`config.mk`:
```
export PLATFORM = sky130hd
export DESIGN_NAME = stimulation_safety_interlock_unit
export DESIGN_NICKNAME = d
export VERILOG_FILES = /design/src/design/ssi_pkg.sv /design/src/design/ssi_cfg_regs.sv /design/src/design/ssi_core.sv /design/src/design/stimulation_safety_interlock_unit.sv
export SDC_FILE = /design/constraint.sdc
export NUM_CORES = 1
export LEC_CHECK = 0
export BUFFER_PORTS_ARGS = -buffer_cell sky130_fd_sc_hd__buf_4
export CORE_MARGIN = 2
export CORE_UTILIZATION = 37
export CTS_CLUSTER_DIAMETER = 60
export DETAILED_ROUTE_END_ITERATION = 16
export MAX_ROUTING_LAYER = met4
export PLACE_DENSITY_LB_ADDON = 0.1
export SLEW_MARGIN = 30
export SYNTH_ARGS = -nofsm -noshare
export SYNTH_HDL_FRONTEND = slang
export SYNTH_HIERARCHICAL = 1
export SYNTH_SLANG_ARGS = --single-unit
export TNS_END_PERCENT = 20
```
`constraint.sdc`:
```
create_clock -name i_clk -period 5 [get_ports i_clk]
set_input_delay 1.5 -clock i_clk [delete_from_list [all_inputs] [get_ports i_clk]]
set_output_delay 1.5 -clock i_clk [all_outputs]
set_load 0.02 [all_outputs]
```
`src/design/ssi_pkg.sv`:
```
`timescale 1ns / 1ps
// ----------------------------------------------------------------------------
// Stimulation safety interlock package
// Shared types, widths and codes for the safety interlock block.
// ----------------------------------------------------------------------------
package ssi_pkg;

    // Millisecond ticks that make up one second of session time.
    localparam int unsigned TICKS_PER_SECOND = 1000;
    localparam int unsigned PRESCALE_W       = 10;
    localparam int unsigned SECONDS_W        = 16;
    localparam int unsigned CFG_IDX_W        = 2;
    localparam int unsigned CFG_DATA_W       = 16;

    // Event kinds carried by an input transaction.
    localparam logic [2:0] KIND_TICK      = 3'd0;
    localparam logic [2:0] KIND_CHECK     = 3'd1;
    localparam logic [2:0] KIND_START     = 3'd2;
    localparam logic [2:0] KIND_STOP      = 3'd3;
    localparam logic [2:0] KIND_RESET_ERR = 3'd4;
    localparam logic [2:0] KIND_ESTOP     = 3'd5;

    // Fault codes reported in error_code.
    localparam logic [1:0] FAULT_NONE    = 2'd0;
    localparam logic [1:0] FAULT_IMP     = 2'd1;
    localparam logic [1:0] FAULT_CURRENT = 2'd2;
    localparam logic [1:0] FAULT_TIMEOUT = 2'd3;

    // Configuration register indexes.
    localparam logic [CFG_IDX_W-1:0] REG_MAX_IMP     = 2'd0;
    localparam logic [CFG_IDX_W-1:0] REG_MAX_CURRENT = 2'd1;
    localparam logic [CFG_IDX_W-1:0] REG_MAX_SESSION = 2'd2;

    // Configuration reset values.
    localparam logic [15:0] MAX_IMP_RESET     = 16'd20;
    localparam logic [14:0] MAX_CURRENT_RESET = 15'd2000;
    localparam logic [15:0] MAX_SESSION_RESET = 16'd1800;

    typedef struct packed {
        logic [2:0]         kind;
        logic signed [15:0] current_ua;
        logic [15:0]        elec_imp;
    } t_in_item;

    typedef struct packed {
        logic                 all_ok;
        logic [1:0]           error_code;
        logic                 stim_on;
        logic                 stop_latched;
        logic                 zero_drive;
        logic [SECONDS_W-1:0] session_seconds;
        logic                 impedance_good;
        logic                 current_good;
        logic                 time_good;
    } t_out_item;

    typedef struct packed {
        logic [15:0] imp_limit;
        logic [14:0] max_current_ua;
        logic [15:0] max_session_sec;
    } t_cfg;

endpackage

```
`src/design/ssi_cfg_regs.sv`:
```
`timescale 1ns / 1ps
// ----------------------------------------------------------------------------
// Safety interlock configuration registers
// Holds the impedance, current and session time limits.
// ----------------------------------------------------------------------------
module ssi_cfg_regs
    import ssi_pkg::*;
(
    input  logic                  i_clk,
    input  logic                  i_rst_n,
    input  logic                  i_cfg_we,
    input  logic [CFG_IDX_W-1:0]  i_cfg_idx,
    input  logic [CFG_DATA_W-1:0] i_cfg_data,
    output t_cfg                  o_cfg
);

    t_cfg r_cfg;

    // Register writes; an index beyond the list is ignored.
    always_ff @(posedge i_clk) begin
        if (!i_rst_n) begin
            r_cfg.imp_limit       <= MAX_IMP_RESET;
            r_cfg.max_current_ua  <= MAX_CURRENT_RESET;
            r_cfg.max_session_sec <= MAX_SESSION_RESET;
        end else if (i_cfg_we) begin
            case (i_cfg_idx)
                REG_MAX_IMP:     r_cfg.imp_limit       <= i_cfg_data;
                REG_MAX_CURRENT: r_cfg.max_current_ua  <= i_cfg_data[14:0];
                REG_MAX_SESSION: r_cfg.max_session_sec <= i_cfg_data;
                default: ;
            endcase
        end
    end

    assign o_cfg = r_cfg;

endmodule

```
`src/design/ssi_core.sv`:
```
`timescale 1ns / 1ps
// ----------------------------------------------------------------------------
// Safety interlock core
// Session state, limit checks and emergency stop latch, one event per cycle when i_fire is high.
// ----------------------------------------------------------------------------
module ssi_core
    import ssi_pkg::*;
(
    input  logic      i_clk,
    input  logic      i_rst_n,
    input  logic      i_fire,
    input  t_in_item  i_item,
    input  t_cfg      i_cfg,
    output t_out_item o_result
);

    logic                  r_running, n_running;
    logic                  r_stim, n_stim;
    logic                  r_safe_stop, n_safe_stop;
    logic                  r_imp_flag, n_imp_flag;
    logic                  r_cur_flag, n_cur_flag;
    logic                  r_time_flag, n_time_flag;
    logic [1:0]            r_fault, n_fault;
    logic [PRESCALE_W-1:0] r_prescale, n_prescale;
    logic [SECONDS_W-1:0]  r_seconds, n_seconds;

    logic [PRESCALE_W-1:0] prescale_inc;
    logic [16:0]           cur_mag;
    logic                  imp_bad;
    logic                  cur_bad;
    logic                  time_bad;
    logic                  zero;

    // Magnitude of the signed current, 0 to 32768, and the three limit tests.
    always_comb begin
        if (i_item.current_ua[15]) begin
            cur_mag = 17'h10000 - {1'b0, i_item.current_ua};
        end else begin
            cur_mag = {1'b0, i_item.current_ua};
        end
        imp_bad      = i_item.elec_imp > i_cfg.imp_limit;
        cur_bad      = cur_mag > {2'b00, i_cfg.max_current_ua};
        time_bad     = r_running && (r_seconds >= i_cfg.max_session_sec);
        prescale_inc = r_prescale + PRESCALE_W'(1);
    end

    // Next state for the event being applied.
    always_comb begin
        n_running   = r_running;
        n_stim      = r_stim;
        n_safe_stop = r_safe_stop;
        n_imp_flag  = r_imp_flag;
        n_cur_flag  = r_cur_flag;
        n_time_flag = r_time_flag;
        n_fault     = r_fault;
        n_prescale  = r_prescale;
        n_seconds   = r_seconds;
        zero        = 1'b0;
        case (i_item.kind)
            KIND_TICK: begin
                if (r_running) begin
                    if (prescale_inc >= PRESCALE_W'(TICKS_PER_SECOND)) begin
                        n_prescale = '0;
                        if (r_seconds != '1) begin
                            n_seconds = r_seconds + SECONDS_W'(1);
                        end
                    end else begin
                        n_prescale = prescale_inc;
                    end
                end
            end
            KIND_CHECK: begin
                n_imp_flag  = !imp_bad;
                n_cur_flag  = !cur_bad;
                n_time_flag = !time_bad;
                // The fault code names one failing test: timeout first, then current, then impedance.
                if (time_bad) begin
                    n_fault = FAULT_TIMEOUT;
                end else if (cur_bad) begin
                    n_fault = FAULT_CURRENT;
                end else if (imp_bad) begin
                    n_fault = FAULT_IMP;
                end
                // Any failure, or a latched safe stop, forces an emergency stop.
                if (imp_bad || cur_bad || time_bad || r_safe_stop) begin
                    n_safe_stop = 1'b1;
                    n_stim      = 1'b0;
                    n_running   = 1'b0;
                    zero        = 1'b1;
                end
            end
            KIND_START: begin
                if (!r_running) begin
                    n_running   = 1'b1;
                    n_stim      = 1'b1;
                    n_safe_stop = 1'b0;
                    n_fault     = FAULT_NONE;
                    n_seconds   = '0;
                    n_prescale  = '0;
                end
            end
            KIND_STOP: begin
                n_running  = 1'b0;
                n_stim     = 1'b0;
                n_seconds  = '0;
                n_prescale = '0;
            end
            KIND_RESET_ERR: begin
                n_fault     = FAULT_NONE;
                n_safe_stop = 1'b0;
                n_imp_flag  = 1'b1;
                n_cur_flag  = 1'b1;
                n_time_flag = 1'b1;
            end
            KIND_ESTOP: begin
                n_safe_stop = 1'b1;
                n_stim      = 1'b0;
                n_running   = 1'b0;
                zero        = 1'b1;
            end
            default: ;
        endcase
    end

    // Status as it stands after the event.
    always_comb begin
        o_result.all_ok          = !n_safe_stop && n_imp_flag && n_cur_flag && n_time_flag;
        o_result.error_code      = n_fault;
        o_result.stim_on         = n_stim;
        o_result.stop_latched    = n_safe_stop;
        o_result.zero_drive      = zero;
        o_result.session_seconds = n_seconds;
        o_result.impedance_good  = n_imp_flag;
        o_result.current_good    = n_cur_flag;
        o_result.time_good       = n_time_flag;
    end

    // State update once per event.
    always_ff @(posedge i_clk) begin
        if (!i_rst_n) begin
            r_running   <= 1'b0;
            r_stim      <= 1'b0;
            r_safe_stop <= 1'b0;
            r_imp_flag  <= 1'b1;
            r_cur_flag  <= 1'b1;
            r_time_flag <= 1'b1;
            r_fault     <= FAULT_NONE;
            r_prescale  <= '0;
            r_seconds   <= '0;
        end else if (i_fire) begin
            r_running   <= n_running;
            r_stim      <= n_stim;
            r_safe_stop <= n_safe_stop;
            r_imp_flag  <= n_imp_flag;
            r_cur_flag  <= n_cur_flag;
            r_time_flag <= n_time_flag;
            r_fault     <= n_fault;
            r_prescale  <= n_prescale;
            r_seconds   <= n_seconds;
        end
    end

endmodule

```
`src/design/stimulation_safety_interlock_unit.sv`:
```
`timescale 1ns / 1ps
// ----------------------------------------------------------------------------
// Stimulation safety interlock unit
// Input register, interlock core and result register with valid/ready ports.
// ----------------------------------------------------------------------------
// Flow: an accepted transaction is held in the input register, passes the core
// and is written to the result register once that register is free or emptying.
// Throughput: one transaction per cycle while the output side accepts, set by the
// single core pass between the input and result registers.
// Reset: synchronous and active low; limits return to 20 kohm, 2000 uA and
// 1800 s, the session is idle, no fault and all checks pass.
module stimulation_safety_interlock_unit
    import ssi_pkg::*;
(
    input  logic                  i_clk,
    input  logic                  i_rst_n,
    input  logic                  i_in_valid,
    output logic                  o_in_ready,
    input  t_in_item              i_in_data,
    output logic                  o_out_valid,
    input  logic                  i_out_ready,
    output t_out_item             o_out_data,
    input  logic                  i_cfg_we,
    input  logic [CFG_IDX_W-1:0]  i_cfg_idx,
    input  logic [CFG_DATA_W-1:0] i_cfg_data
);

    logic      r_in_valid;
    t_in_item  r_in_item;
    logic      r_out_valid;
    t_out_item r_out_item;
    t_cfg      cfg;
    t_out_item core_result;
    logic      core_fire;

    ssi_cfg_regs u_cfg (
        .i_clk      (i_clk),
        .i_rst_n    (i_rst_n),
        .i_cfg_we   (i_cfg_we),
        .i_cfg_idx  (i_cfg_idx),
        .i_cfg_data (i_cfg_data),
        .o_cfg      (cfg)
    );

    // The held transaction moves on when the result register is free or emptying.
    assign core_fire  = r_in_valid && (!r_out_valid || i_out_ready);
    assign o_in_ready = !r_in_valid || core_fire;

    ssi_core u_core (
        .i_clk    (i_clk),
        .i_rst_n  (i_rst_n),
        .i_fire   (core_fire),
        .i_item   (r_in_item),
        .i_cfg    (cfg),
        .o_result (core_result)
    );

    // Input register.
    always_ff @(posedge i_clk) begin
        if (!i_rst_n) begin
            r_in_valid <= 1'b0;
        end else if (o_in_ready) begin
            r_in_valid <= i_in_valid;
        end
    end

    always_ff @(posedge i_clk) begin
        if (o_in_ready && i_in_valid) begin
            r_in_item <= i_in_data;
        end
    end

    // Result register.
    always_ff @(posedge i_clk) begin
        if (!i_rst_n) begin
            r_out_valid <= 1'b0;
        end else if (core_fire) begin
            r_out_valid <= 1'b1;
        end else if (i_out_ready) begin
            r_out_valid <= 1'b0;
        end
    end

    always_ff @(posedge i_clk) begin
        if (core_fire) begin
            r_out_item <= core_result;
        end
    end

    assign o_out_valid = r_out_valid;
    assign o_out_data  = r_out_item;

endmodule
```
==> impl_metrics.py <==
metrics = {
    "detailed_routing": {
        "drc": 0,
        "highest_layer": "met4",
        "num_vias": 6102,
        "detail_route.wl_per_cell_um": 15.6,
        "drtIter0Drc": 393,
        "met3_wirelength_um": 719,
        "wl_um": 18200,
        "antenna_left": 0,
        "first_pass_iters": 5,
        "via_per_inst": 5.25,
        "wl_met1_um": 8400,
        "dr_wl_met2_um": 8690,
    },
    "worst_hold_path": {
        "min_path_type": "reg -> reg",
        "hold_depth": 2,
        "hold_path_end": "u_cfg/o_cfg[32]",
        "holdCritStartpoint": "u_cfg/o_cfg[32]",
    },
    "die": {
        "start_util": 0.380,
        "die_h_um": 149,
        "ioPinCount": 85,
        "die_x_um": 149,
        "die_area_mm2": 0.0221,
        "fp-row-count": 52,
        "coreArea_mm2": 0.0204,
    },
    "synthesis": {
        "syn_inst": 816,
        "syn_area_mm2": 0.00775,
        "yosysTopAreaCell": "edfxtp_1",
        "ys_types": 69,
        "synth_seq_area_share": 0.447,
        "syn_nets": 925,
        "synth_common_cells": "nand2_1 (108), dfxtp_1 (83), inv_1 (66)",
        "synth-seq-cells": 143,
        "ys_top_cells_by_area": "edfxtp_1 (23%), dfxtp_1 (21%), ha_1 (8.2%), mux2i_1 (5.8%), nand2_1 (5.2%)",
        "synth-main-ff-cell": "dfxtp_1",
        "yosysMostFrequentCell": "nand2_1",
        "post_synth.cell_area_avg_um2": 9.49,
        "async_reset_ff_frac": 0,
        "synth_edf_count": 60,
        "yosysWarnings": 6,
        "synth_top_area_share": 0.233,
    },
    "critical_path": {
        "cp-end-kind": "flip-flop",
        "reg2reg_from": "r_in_item[20]",
        "r2r_slack_ps": 820,
        "crit_path_frequent_cell": "nand4_1",
        "slowest_stage": "or4_1",
        "crit_chain": "or4_1 -> or3_1 -> nor3_2 -> nand3_1 -> o31ai_1 -> xnor2_1 -> ha_1 -> nand4_1 -> nor2_1 -> o22ai_1 -> o21ai_0 -> a2bb2oi_1 -> nand4_1 -> and2_1",
        "crit_required_ps": 5170,
        "worst_r2r_endpoint": "o_out_data[19]",
        "slowest_delay_ps": 580,
        "criticalPathCategory": "reg -> reg",
        "worst_ep_arrival_time_ps": 4350,
        "start_kind": "flip-flop",
        "crit_fanout": 6,
        "ff2ff_path_depth": 14,
    },
    "place": {
        "hpwl_um": 13500,
        "finalWeightedCongestion": 0.845,
        "io_buffer_count": 84,
        "place_ws_ps": 874,
    },
    "sta": {
        "grt_setup_unrepaired": "false",
        "fin_hold_ws_ps": 461,
        "fmax_ghz": 0.239,
        "drv_slew": 0,
        "fin_crit_sh": 0.836,
        "fin_crit_ps": 4180,
        "finalHoldViolations": 0,
        "skew_ps": 7.71,
        "worst_slew_pin_slew_ps": 626,
        "layout_setup_ws_ps": 820,
        "relSlewSlack": 0.579,
        "fin_tns_setup_ps": 0,
        "setup_viol": 0,
    },
    "clock_network": {
        "cts.sinks": 143,
        "cts_hold_buf": 0,
        "insertion_delay_ps": 420,
        "cts_resized": 0,
        "root_buffer": "clkbuf_16",
        "htreeDepth": 4,
        "cts.reportedPaths.clkPinSlew_ps": 60,
        "cts_buffers": 17,
        "post_cts.repair.setup_buffers": 0,
        "clockBufferDepth": 2,
        "cts_tree": "yes",
    },
    "grt": {
        "overflow": 0,
        "antenna_found_initial": 0,
        "grt_max_degree": 55,
        "grt_pass1_wl_um": 30000,
        "grt_usage": 0.177,
        "grt_pass1_vias": 6061,
    },
    "cells_and_area": {
        "diodes": 0,
        "ff_latch_area_mm2": 0.00346,
        "area_growth_pct": 18.9,
        "multi_input_area_mm2": 0.00379,
        "drive_gt1_frac": 0.158,
        "final.fill_count": 1958,
        "design.final.nets": 989,
    },
    "power": {
        "ir_worst_vdd_v": 0.000240,
        "p_leak_nw": 3.78,
        "power_density_mw_per_mm2": 328,
        "power.total_mw": 3.02,
    },
    "run": {
        "maxCapViolCount": 0,
    },
    "outcome": {
        "outcome": "finished, final reports clean",
    },
}
cells in the final DEF (no fill, tap or decap), types with 3 or more instances in the layout:
cell type,Yosys,final
o21ai_1,14,14
nand2b_1,5,5
dfxtp_1,83,83
clkbuf_16,0,17
bufinv_16,0,6
buf_4,7,91
and4_1,3,3
o21a_1,4,4
o41ai_1,4,4
and4b_1,3,3
a21o_1,8,8
nand3_1,23,23
edfxtp_1,60,60
nand4_1,11,11
mux2i_1,45,45
a211o_1,5,5
and3_1,8,8
nor4_1,3,3
ha_1,51,51
o31ai_1,17,17
xnor2_1,12,12
nand2_1,108,108
nor2_1,36,36
or3_1,7,7
nor3_1,5,4
inv_1,66,66
a22oi_1,3,3
nand3b_1,5,5
nor2b_1,16,15
o21ai_0,47,47
o211ai_1,7,7
and2_1,7,7
a211oi_1,8,8
o22ai_1,4,4
a21oi_1,31,30
a31oi_1,19,19
worst max-delay path, delay by kind of cell (launching register included):
| kind | cells | cell delay, ps |
|---|---|---|
| simple gates | 8 | 1980 |
| compound gates | 4 | 1070 |
| flops | 1 | 420 |
| fa+ha+maj | 1 | 280 |
| xor+xnor | 1 | 180 |
per-stage QoR:
stage | util | cell area (um2) | instances
6_report | 0.452 | 9210 | 1163
5_1_grt | 0.452 | 9210 | 1163
4_1_cts | 0.452 | 9200 | 1162
3_5_place_dp | 0.419 | 8540 | 1130
3_3_place_gp | 0.418 | 8520 | 1129
2_1_floorplan | - | 7750 | 816
cells by family (layout without fill, tap and decap cells):
family | Yosys count | in the layout | synth area share
xor gates and xnor gates | 14 | 14 | 0.0158
muxes | 45 | 45 | 0.0581
AOI/OAI and AO/OA | 190 | 190 | 0.156
adders and majority gates | 51 | 51 | 0.0824
buffers and inverters | 114 | 191 | 0.0669
and+or+nand+nor | 259 | 259 | 0.174
DFF | 143 | 143 | 0.447
sequential cells by signal (all words and copies together) (netlist names):
name                count
o_out_data             25
o_out_valid             1
r_in_item              35
r_in_valid              1
u_cfg/o_cfg            47
u_core/r_cur_flag       1
u_core/r_fault          2
u_core/r_imp_flag       1
u_core/r_prescale      10
u_core/r_running        1
u_core/r_safe_stop      1
u_core/r_seconds       16
u_core/r_stim           1
u_core/r_time_flag      1
report_power, final:
part	total, mW	switching, mW	internal (mW)
sequential	1.29	0.0298	1.26
clock	1.44	0.499	0.936
combinational	0.291	0.165	0.126
total	3.02	0.693	2.33
per-layer routing:
metal	vias up	global-route usage
li1	3052	-
met1	2851	0.219
met2	169	0.290
met3	30	0.0301
met4	0	0.0652
met5	-	-
area by class of cell:
class / instances / share of cell area
repair buffers: 93 / 0.0770
flip-flops and latches: 143 / 0.376
clock inverters: 14 / 0.0257
inverters: 66 / 0.0269
multi-input cells: 559 / 0.411
clock buffers: 18 / 0.0466
well taps: 270 / 0.0367
worst max path at each step:
stage                             start              endpoint
after floorplan             i_out_ready  u_core/r_prescale[9]
after global placement    r_in_item[20]        o_out_data[19]
after detailed placement  r_in_item[20]        o_out_data[19]
after CTS                 r_in_item[20]        o_out_data[19]
after global routing      r_in_item[20]        o_out_data[24]
final                     r_in_item[20]        o_out_data[19]
Power figures use the tool's default switching activity.
